File: src/rtl/core/lfps_pkg.sv
`timescale 1ns / 1ps
// shared types, widths and constants of the line-follow pid steering block
package lfps_pkg;

  localparam int unsigned PosW    = 16;
  localparam int unsigned BaseW   = 10;
  localparam int unsigned CorrW   = 13;
  localparam int unsigned SpeedW  = 10;
  localparam int unsigned GainW   = 16;
  localparam int unsigned LimitW  = 12;
  localparam int unsigned ErrW    = 18;
  localparam int unsigned IntW    = 14;
  localparam int unsigned CfgIdxW = 3;
  localparam int unsigned CfgDatW = 16;

  localparam logic [PosW-1:0]   LostMark = 16'hFFFF;
  localparam logic [SpeedW-1:0] SpeedMax = 10'd999;

  localparam logic [CfgIdxW-1:0] CfgKp     = 3'd0;
  localparam logic [CfgIdxW-1:0] CfgKi     = 3'd1;
  localparam logic [CfgIdxW-1:0] CfgKd     = 3'd2;
  localparam logic [CfgIdxW-1:0] CfgLimit  = 3'd3;
  localparam logic [CfgIdxW-1:0] CfgTarget = 3'd4;

  typedef enum logic {
    OpSample = 1'b0,
    OpClear  = 1'b1
  } op_e;

  typedef struct packed {
    op_e              op;
    logic [PosW-1:0]  sensor_pos;
    logic [BaseW-1:0] nominal_speed;
  } item_t;

  typedef struct packed {
    logic signed [CorrW-1:0] correction;
    logic [SpeedW-1:0]       left_drive;
    logic [SpeedW-1:0]       right_drive;
    logic                    line_lost;
  } result_t;

  typedef struct packed {
    logic signed [GainW-1:0] kp_gain;
    logic signed [GainW-1:0] ki_gain;
    logic signed [GainW-1:0] kd_gain;
    logic [LimitW-1:0]       output_limit;
    logic [PosW-1:0]         target_position;
  } cfg_t;

  typedef struct packed {
    logic signed [IntW-1:0] integral_sum;
    logic signed [ErrW-1:0] previous_error;
  } state_t;

endpackage

File: src/rtl/core/line_follow_pid_steering.sv
`timescale 1ns / 1ps
// Line-follow PID steering controller. One beat carries a line position and a base speed;
// the result beat with the steering correction and both wheel speeds is loaded into the result
// register as the beat leaves its input register, which holds the beat while the output stalls, and
// the block takes a new beat every cycle while the output is drained.
// The whole PID step (integral clamp, three gain products, shift and limit, wheel mixing) is
// one combinational pass between the input register and the result register, so the integral
// and last error are updated as each beat moves to the output. A clear beat resets that state
// and gives no result. Position 0xFFFF marks a lost line: the state is held and the correction
// is a quarter of the output limit, signed after the last error. The user must write configuration
// only while the block is idle; the block itself does not enforce it.
module line_follow_pid_steering #(
  parameter int unsigned GAIN_FRAC_BITS = 8
) (
  input  logic                          clk_i,
  input  logic                          rst_ni,
  input  logic                          cfg_valid_i,
  output logic                          cfg_ready_o,
  input  logic [lfps_pkg::CfgIdxW-1:0]  cfg_index_i,
  input  logic [lfps_pkg::CfgDatW-1:0]  cfg_data_i,
  input  logic                          in_valid_i,
  output logic                          in_stall_o,
  input  lfps_pkg::item_t               in_item_i,
  output logic                          out_valid_o,
  input  logic                          out_stall_i,
  output lfps_pkg::result_t             out_result_o
);

  lfps_pkg::cfg_t    cfg;
  lfps_pkg::state_t  state_q, state_d;
  lfps_pkg::item_t   item_q;
  lfps_pkg::result_t res_q, res_d;
  logic              in_vld_q, in_vld_d;
  logic              out_vld_q, out_vld_d;
  logic              accept, advance;

  lfps_cfg_regs u_cfg (
    .clk_i       (clk_i),
    .rst_ni      (rst_ni),
    .cfg_valid_i (cfg_valid_i),
    .cfg_ready_o (cfg_ready_o),
    .cfg_index_i (cfg_index_i),
    .cfg_data_i  (cfg_data_i),
    .cfg_o       (cfg)
  );

  lfps_pid_law #(
    .GAIN_FRAC_BITS (GAIN_FRAC_BITS)
  ) u_law (
    .item_i   (item_q),
    .cfg_i    (cfg),
    .state_i  (state_q),
    .result_o (res_d),
    .state_o  (state_d)
  );

  assign advance    = in_vld_q && (!out_vld_q || !out_stall_i);
  assign in_stall_o = in_vld_q && !advance;
  assign accept     = in_valid_i && !in_stall_o;

  always_comb begin
    in_vld_d = in_vld_q;
    if (accept) begin
      in_vld_d = 1'b1;
    end else if (advance) begin
      in_vld_d = 1'b0;
    end
  end

  always_comb begin
    out_vld_d = out_vld_q;
    if (advance) begin
      out_vld_d = (item_q.op == lfps_pkg::OpSample);
    end else if (out_vld_q && !out_stall_i) begin
      out_vld_d = 1'b0;
    end
  end

  always_ff @(posedge clk_i or negedge rst_ni) begin
    if (!rst_ni) begin
      in_vld_q  <= 1'b0;
      out_vld_q <= 1'b0;
      state_q   <= '0;
    end else begin
      in_vld_q  <= in_vld_d;
      out_vld_q <= out_vld_d;
      if (advance) begin
        state_q <= state_d;
      end
    end
  end

  // payload registers
  always_ff @(posedge clk_i) begin
    if (accept) begin
      item_q <= in_item_i;
    end
    if (advance) begin
      res_q <= res_d;
    end
  end

  assign out_valid_o  = out_vld_q;
  assign out_result_o = res_q;

endmodule

File: src/rtl/core/lfps_cfg_regs.sv
`timescale 1ns / 1ps
// configuration register file for gains, limit and target
module lfps_cfg_regs (
  input  logic                          clk_i,
  input  logic                          rst_ni,
  input  logic                          cfg_valid_i,
  output logic                          cfg_ready_o,
  input  logic [lfps_pkg::CfgIdxW-1:0]  cfg_index_i,
  input  logic [lfps_pkg::CfgDatW-1:0]  cfg_data_i,
  output lfps_pkg::cfg_t                cfg_o
);

  lfps_pkg::cfg_t cfg_q, cfg_d;

  assign cfg_ready_o = 1'b1;

  always_comb begin
    cfg_d = cfg_q;
    if (cfg_valid_i) begin
      unique case (cfg_index_i)
        lfps_pkg::CfgKp:     cfg_d.kp_gain = $signed(cfg_data_i);
        lfps_pkg::CfgKi:     cfg_d.ki_gain = $signed(cfg_data_i);
        lfps_pkg::CfgKd:     cfg_d.kd_gain = $signed(cfg_data_i);
        lfps_pkg::CfgLimit:  cfg_d.output_limit = cfg_data_i[lfps_pkg::LimitW-1:0];
        lfps_pkg::CfgTarget: cfg_d.target_position = cfg_data_i;
        default: cfg_d = cfg_q;
      endcase
    end
  end

  always_ff @(posedge clk_i or negedge rst_ni) begin
    if (!rst_ni) begin
      cfg_q <= '0;
    end else begin
      cfg_q <= cfg_d;
    end
  end

  assign cfg_o = cfg_q;

endmodule

File: src/rtl/core/lfps_pid_law.sv
`timescale 1ns / 1ps
// single-pass pid step, lost-line fallback and wheel speed mixing
module lfps_pid_law #(
  parameter int unsigned GAIN_FRAC_BITS = 8
) (
  input  lfps_pkg::item_t   item_i,
  input  lfps_pkg::cfg_t    cfg_i,
  input  lfps_pkg::state_t  state_i,
  output lfps_pkg::result_t result_o,
  output lfps_pkg::state_t  state_o
);

  localparam int unsigned AccW   = lfps_pkg::ErrW + 1;
  localparam int unsigned PkW    = lfps_pkg::GainW + lfps_pkg::ErrW;
  localparam int unsigned PiW    = lfps_pkg::GainW + lfps_pkg::IntW;
  localparam int unsigned PdW    = lfps_pkg::GainW + AccW;
  localparam int unsigned SumW   = PdW + 2;
  localparam int unsigned RaiseW = lfps_pkg::LimitW + 1;

  logic                              lost;
  logic signed [lfps_pkg::ErrW-1:0]  err;
  logic [lfps_pkg::IntW-1:0]         ilim;
  logic signed [AccW-1:0]            ilim_pos, ilim_neg;
  logic signed [AccW-1:0]            int_acc;
  logic signed [lfps_pkg::IntW-1:0]  int_new;
  logic signed [AccW-1:0]            deriv;
  logic signed [PkW-1:0]             p_kp;
  logic signed [PiW-1:0]             p_ki;
  logic signed [PdW-1:0]             p_kd;
  logic signed [SumW-1:0]            sum;
  logic [SumW-1:0]                   mag, mag_sh;
  logic [lfps_pkg::LimitW-1:0]       pid_mag, lost_mag, corr_mag;
  logic                              corr_neg;
  logic signed [lfps_pkg::CorrW-1:0] corr;
  logic                              prev_pos;
  logic [RaiseW-1:0]                 raised;
  logic [lfps_pkg::SpeedW-1:0]       base_cl, raised_cl;

  assign lost = (item_i.sensor_pos == lfps_pkg::LostMark);
  assign err  = $signed({2'b00, cfg_i.target_position})
              - $signed({2'b00, item_i.sensor_pos});

  // integral limit is twice the output limit
  assign ilim     = {1'b0, cfg_i.output_limit, 1'b0};
  assign ilim_pos = $signed({{(AccW-lfps_pkg::IntW){1'b0}}, ilim});
  assign ilim_neg = -ilim_pos;
  assign int_acc  = AccW'(state_i.integral_sum) + AccW'(err);

  always_comb begin
    if (int_acc > ilim_pos) begin
      int_new = ilim_pos[lfps_pkg::IntW-1:0];
    end else if (int_acc < ilim_neg) begin
      int_new = ilim_neg[lfps_pkg::IntW-1:0];
    end else begin
      int_new = int_acc[lfps_pkg::IntW-1:0];
    end
  end

  assign deriv = AccW'(err) - AccW'(state_i.previous_error);

  assign p_kp = cfg_i.kp_gain * err;
  assign p_ki = cfg_i.ki_gain * int_new;
  assign p_kd = cfg_i.kd_gain * deriv;
  assign sum  = SumW'(p_kp) + SumW'(p_ki) + SumW'(p_kd);

  // truncation toward zero on the magnitude
  assign mag    = sum[SumW-1] ? $unsigned(-sum) : $unsigned(sum);
  assign mag_sh = mag >> GAIN_FRAC_BITS;
  assign pid_mag = (mag_sh > SumW'(cfg_i.output_limit)) ? cfg_i.output_limit
                                                       : mag_sh[lfps_pkg::LimitW-1:0];

  assign prev_pos = !state_i.previous_error[lfps_pkg::ErrW-1] && (|state_i.previous_error);
  assign lost_mag = cfg_i.output_limit >> 2;

  assign corr_mag = lost ? lost_mag : pid_mag;
  assign corr_neg = lost ? !prev_pos : sum[SumW-1];
  assign corr     = corr_neg ? -$signed({1'b0, corr_mag}) : $signed({1'b0, corr_mag});

  // mixing: the raised wheel gets base plus correction magnitude
  assign raised    = RaiseW'(item_i.nominal_speed) + RaiseW'(corr_mag);
  assign raised_cl = (raised > RaiseW'(lfps_pkg::SpeedMax)) ? lfps_pkg::SpeedMax
                                                            : raised[lfps_pkg::SpeedW-1:0];
  assign base_cl   = (item_i.nominal_speed > lfps_pkg::SpeedMax) ? lfps_pkg::SpeedMax
                                                                 : item_i.nominal_speed;

  always_comb begin
    result_o.correction = corr;
    result_o.line_lost  = lost;
    if (!corr[lfps_pkg::CorrW-1] && (|corr)) begin
      result_o.left_drive  = raised_cl;
      result_o.right_drive = base_cl;
    end else begin
      result_o.left_drive  = base_cl;
      result_o.right_drive = raised_cl;
    end
  end

  always_comb begin
    state_o = state_i;
    if (item_i.op == lfps_pkg::OpClear) begin
      state_o = '0;
    end else if (!lost) begin
      state_o.integral_sum   = int_new;
      state_o.previous_error = err;
    end
  end

endmodule

File: config.mk
export PLATFORM = sky130hd
export DESIGN_NAME = line_follow_pid_steering
export DESIGN_NICKNAME = d
export VERILOG_FILES = /design/src/rtl/core/lfps_pkg.sv /design/src/rtl/core/line_follow_pid_steering.sv /design/src/rtl/core/lfps_cfg_regs.sv /design/src/rtl/core/lfps_pid_law.sv
export SDC_FILE = /design/constraint.sdc
export NUM_CORES = 2
export LEC_CHECK = 0
export BUFFER_PORTS_ARGS = -buffer_cell sky130_fd_sc_hd__buf_4
export CORE_ASPECT_RATIO = 1.2
export CORE_MARGIN = 1.5
export CORE_UTILIZATION = 62
export CTS_CLUSTER_SIZE = 40
export DETAILED_ROUTE_END_ITERATION = 6
export GPL_TIMING_DRIVEN = 0
export PLACE_DENSITY = 0.88
export SLEW_MARGIN = 10
export SYNTH_ARGS = -nofsm -noshare
export SYNTH_HDL_FRONTEND = slang
export SYNTH_SLANG_ARGS = --single-unit
File: constraint.sdc
create_clock -name clk_i -period 27.7 [get_ports clk_i]
set_input_delay 0 -clock clk_i [delete_from_list [all_inputs] [get_ports clk_i]]
set_output_delay 0 -clock clk_i [all_outputs]
set_load 0.1 [all_outputs]
==> After elaboration in Yosys (flattened, before gate mapping) <==
Cells that the tools add are included.
{ "totals": {"ff_bits": 171, "latchBits": 0, "ram_bits": 0, "mem_bits_ro": 0, "input_bits": 51, "output_inout_bits": 37, "wordCells": 81, "mem_count": 0} }
{ "op_classes": {"n_addsub": 9, "mul": 3, "n_div": 0, "magnitude_cmp": 5, "n_eq_ne": 6, "shift": 0, "muxes": 16, "n_bitwise": 1, "reduce_logical": 25} }
{ "op_table": {"columns": ["cell", "count"], "rows": [
  ["2-to-1 mux 32 bit", 2],
  ["2-to-1 mux 37 bit", 1],
  ["negation 37 bit", 1],
  ["adder 35 x 35 -> 36 bit", 1],
  ["multiplier 16 x 19 -> 35 bit", 1],
  ["adder 33 x 30 -> 34 bit", 1],
  ["multiplier 16 x 17 -> 33 bit", 1],
  ["multiplier 16 x 14 -> 30 bit", 1],
  ["> comparator 29 x 12 -> 1 bit", 1],
  ["2-to-1 mux 14 bit", 2],
  ["2-to-1 mux 12 bit", 2],
  ["2-to-1 mux 10 bit", 2],
  ["2-to-1 mux 20 bit", 1],
  ["> comparator 19 x 14 -> 1 bit", 1],
  ["less-than comparator 19 bit", 1],
  ["negation 13 -> 19 bit", 1],
  ["subtractor 17 x 18 -> 19 bit", 1],
  ["adder 14 x 17 -> 18 bit", 1],
  ["OR reduction 18 bit", 1],
  ["subtractor 16 x 16 -> 17 bit", 1],
  ["equality test 16 bit, second input constant", 1],
  ["adder 10 x 12 -> 13 bit", 1],
  ["> comparator 13 x 10 -> 1 bit, second input constant", 1],
  ["2-to-1 mux 13 bit", 1],
  ["15 further kinds", 37]
]} }

==> Logic depth before layout (Yosys ltp) <==
{ "logic_depth": {"ltp_word": 18, "mapped_depth": 120, "mapped_depth_nobuf": 115} }

==> Modules after synthesis <==
A second synthesis with hierarchy kept.
{ "hier_totals": {"cells_unflattened": 4699, "hier_area_um2": 44425.1} }
{ "modules_own_cells": {"columns": ["module", "instances", "cells_each", "area_per_inst_um2", "seq_area_each_um2"], "rows": [
  ["lfps_pid_law", 1, 4394, 38369.3, 0.0],
  ["line_follow_pid_steering", 1, 138, 3129.3, 2682.6],
  ["lfps_cfg_regs", 1, 167, 2926.6, 1901.8]
]} }

==> Worst setup path before layout <==
Ideal clock, no wire load.
{ "synth_timing": {"kind": "flip-flop to flip-flop", "start": "register item_q[10] in the netlist's numbering", "end": "register res_q, in the netlist out_result_o[7] (data pin)", "setup_ns": 0.260, "arrival_time_ns": 22.637, "t_required_ns": 27.440, "path_slack_ns": 4.803, "stages_incl_launch_ff": 109, "n_path_buf": 4, "synth_period_minus_slack_ns": 22.897, "path_cell_list": "edfxtp_1 -> ha_1 -> fa_1 -> xnor2_1 -> clkbuf_1 -> ha_1 -> nor2b_1 -> o21ai_0 -> a21boi_0 -> o21ai_0 -> a21boi_0 -> o21ai_0 -> a21boi_0 -> o21ai_0 -> a21boi_0 -> o21ai_0 -> a21boi_0 -> o21a_1 -> [... 73 more ...] -> o2111ai_4 -> or2_1 -> buf_6 -> a311oi_4 -> inv_1 -> fa_1 -> a21o_1 -> a21oi_1 -> o21ai_0 -> a21o_1 -> a21oi_1 -> nor2b_1 -> o21a_1 -> o21ai_0 -> nand2_1 -> a31oi_1 -> nand2b_1 -> mux2_4"} }
{ "synth_lines": {"columns": ["item", "line", "source"], "rows": [
  ["start, declared", "line_follow_pid_steering.sv:31", "lfps_pkg::item_t item_q;"],
  ["start signal, assigned", "line_follow_pid_steering.sv:96", "item_q <= in_item_i;"],
  ["end signal, assigned", "line_follow_pid_steering.sv:99", "res_q <= res_d;"],
  ["end, declared", "line_follow_pid_steering.sv:32", "lfps_pkg::result_t res_q, res_d;"]
]} }

==> metrics.md <==
| Metric | Value |
|---|---|
| Synth unique cells | `91` |
| Type of the tightest min-delay check | `in -> reg` |
| Chip Width | `245 µm` |
| Final Setup Violations | `0` |
| Hold WS | `86.0 ps` |
| Sequential share of the synthesized area | `0.104` |
| Largest net degree at the start of global routing | `78` |
| ANT nets after route | `1` |
| Grt total ovfl | `0` |
| Post-layout util | `0.681` |
| Share of layout cells above drive strength 1 | `0.0741` |
| Initial drt markers | `3,482` |
| Vias in the first global route | `37,500` |
| Failing checks | `antenna rules, DRC` |
| Ports | `88` |
| Hpwl dp | `104,000 µm` |
| Fin Setup TNS | `0 ps` |
| Slew Limit Headroom | `0.131` |
| Dpl cell area | `0.0457 mm²` |
| WP data arrival | `27,120 ps` |
| Max Freq | `37.2 MHz` |
| Critical Path Max Stage Delay | `680 ps` |
| Sink Count | `170` |
| CP startpoint kind | `flop` |
| Ys async rst share | `0.641` |
| CTS Buf Count | `17` |
| Most frequent cells in the layout | `inv_1, fa_1, nand2_1` |
| Total track usage | `0.377` |
| H-tree depth | `4` |
| First-pass DRT Iterations | `7` |
| Clk pin slew, worst setup/hold paths | `80 ps` |
| Crit end category | `flop` |
| Most common cell after layout, fill and taps aside | `inv_1` |
| Core Region | `0.0696 mm²` |
| Row cnt | `106` |
| Global-route wire length before repair | `203,000 µm` |
| Post-synthesis cell area | `0.0437 mm²` |
| Initial core utilization | `0.627` |
| Final hold viol count | `0` |
| Setup Skew | `17.5 ps` |
| Status | `finished, violations left` |
| Main synth FF type | `dfrtp_1` |
| Critical path required time | `27,930 ps` |
| Fin crit share | `0.971` |
| Register-to-Register Path Depth | `112` |
| Clock latency at the later pin of the worst-skew pair | `480 ps` |
| Synthesized net count | `5,941` |
| Period minus WS final | `26,890 ps` |
| Critical-path maximum fanout | `11` |
| Yosys warns | `0` |
| Final Cell Area | `0.0474 mm²` |
| Synth Instances | `4,619` |
| Initial antenna violation count | `12` |
| Number of flops mapped to enable cells by yosys | `61` |
| Worst setup path class | `reg -> reg` |
| Yosys reg bits | `170` |
| Most Frequent Cell on Critical Path | `fa_1` |
| Avg Cell Area, Syn | `9.45 µm²` |
| Fillers | `4,848` |
| Worst path slowest cell | `o21ai_1` |
| Area of the die | `0.0720 mm²` |
| Via count | `35,000` |
| GPL Wtd Cong | `1.02` |
| CTS tree | `done` |
| Root buffer cell | `clkbuf_16` |
| Worst Hold Depth | `4` |
| Area delta synth->final | `8.57%` |
| Drt via density | `6.08` |
| PortBufs | `84` |
| Clock Tree Buf Depth | `2` |
| Drt drc | `8` |
| Post-DR wirelength/cell | `23.2 µm` |
| Die height | `294 µm` |
| Drt total wl | `133,000 µm` |
| Final nets | `6,125` |
| MaxCap Viol Count | `0` |
| Least-Margin Pin Slew | `1300 ps` |
| Max Slew Vio Count | `0` |
## synth_stat cells, drive strengths merged, types with 78 or more instances
library cell  count  share of area
a21oi            78         0.0090
and2            159          0.023
clkbuf          164          0.014
dfrtp           109          0.062
fa              934           0.43
ha              337          0.097
inv            1068          0.092
mux2             85          0.023
nand2           570          0.049
nor2            130          0.011
nor2b           137          0.020
o21ai           104          0.012
xnor2            88          0.018
## registers in the layout, indices dropped and copies added, names as in the netlist
| name | flops |
|---|---|
| in_vld_q | 1 |
| out_result_o | 34 |
| out_valid_o | 1 |
| item_q | 27 |
| state_q | 31 |
| u_cfg.cfg_o | 76 |
## path summary, 6_finish.rpt
check,from,end,slack (ps)
worst max-delay path,item_q[10]$_DFFE_PP_,out_result_o[7]$_DFFE_PP_,810
worst min-delay path,cfg_index_i[2],u_cfg.cfg_o[27]$_DFFE_PN0P_,90
worst max register to register,item_q[10]$_DFFE_PP_,out_result_o[7]$_DFFE_PP_,810
worst min register to register,state_q[29]$_DFFE_PN0P_,state_q[29]$_DFFE_PN0P_,500
max in group asynchronous,rst_ni,u_cfg.cfg_o[8]$_DFFE_PN0P_,25770
min in group asynchronous,rst_ni,u_cfg.cfg_o[69]$_DFFE_PN0P_,540
## through the flow
step	setup WS, ps	std cells
final	811	5747
after global routing	-229	5735
after CTS	5.68	5706
after detailed placement	-1660	5630
after global placement	-1380	5621
after floorplan	4800	4619
## cell type report
| type | count | area, µm² | area share |
|---|---|---|---|
| Antenna cell | 13 | 32.5 | 0.000686 |
| Tap cell | 918 | 1150 | 0.0242 |
| Timing Repair Buffer | 172 | 1530 | 0.0324 |
| Sequential cell | 170 | 4560 | 0.0962 |
| Buffer | 173 | 757 | 0.0160 |
| Clock buffer | 18 | 429 | 0.00905 |
| Multi-Input combinational cell | 3199 | 34800 | 0.733 |
| Inverter | 1070 | 4020 | 0.0849 |
| Clock inverter | 14 | 151 | 0.00319 |
## routing by layer
metal  GRT usage  part of all wire  vias up
met2       0.603              0.46     2357
met4       0.330              0.11       12
met3       0.113              0.12      882
met5           0           0.00056        -
li1            -                 -    14400
met1       0.408              0.31    17300
## critical path, delay by kind of cell, from the launching register on
family,cells,cell delay (ps)
AOI/OAI and AO/OA,46,9600
adders and majority gates,21,8940
and+or+nand+nor,22,3510
buffers and inverters,18,2850
xor gates and xnor gates,3,620
DFF,1,510
muxes,2,500
## what timing repair did
action	4_1_cts	5_1_grt
hold buffers	49	0
hold endpoints to repair	231	0
gates cloned	0	0
pin swaps	0	11
endpoints found under the setup margin	21	27
buffers inserted	0	30
gates resized for setup	27	83
## cell families after synthesis
group	Yosys count	share of synthesized area
xor+xnor	129	0.0259
mux	106	0.0276
fa+ha+maj	1271	0.525
compound gates	429	0.0672
buf+inv	1250	0.108
simple gates	1263	0.142
other cells	1	0.0000859
flops	170	0.104
Power is not shown: default switching activity piles up to over one toggle a cycle in this logic, so the estimate is an artifact.
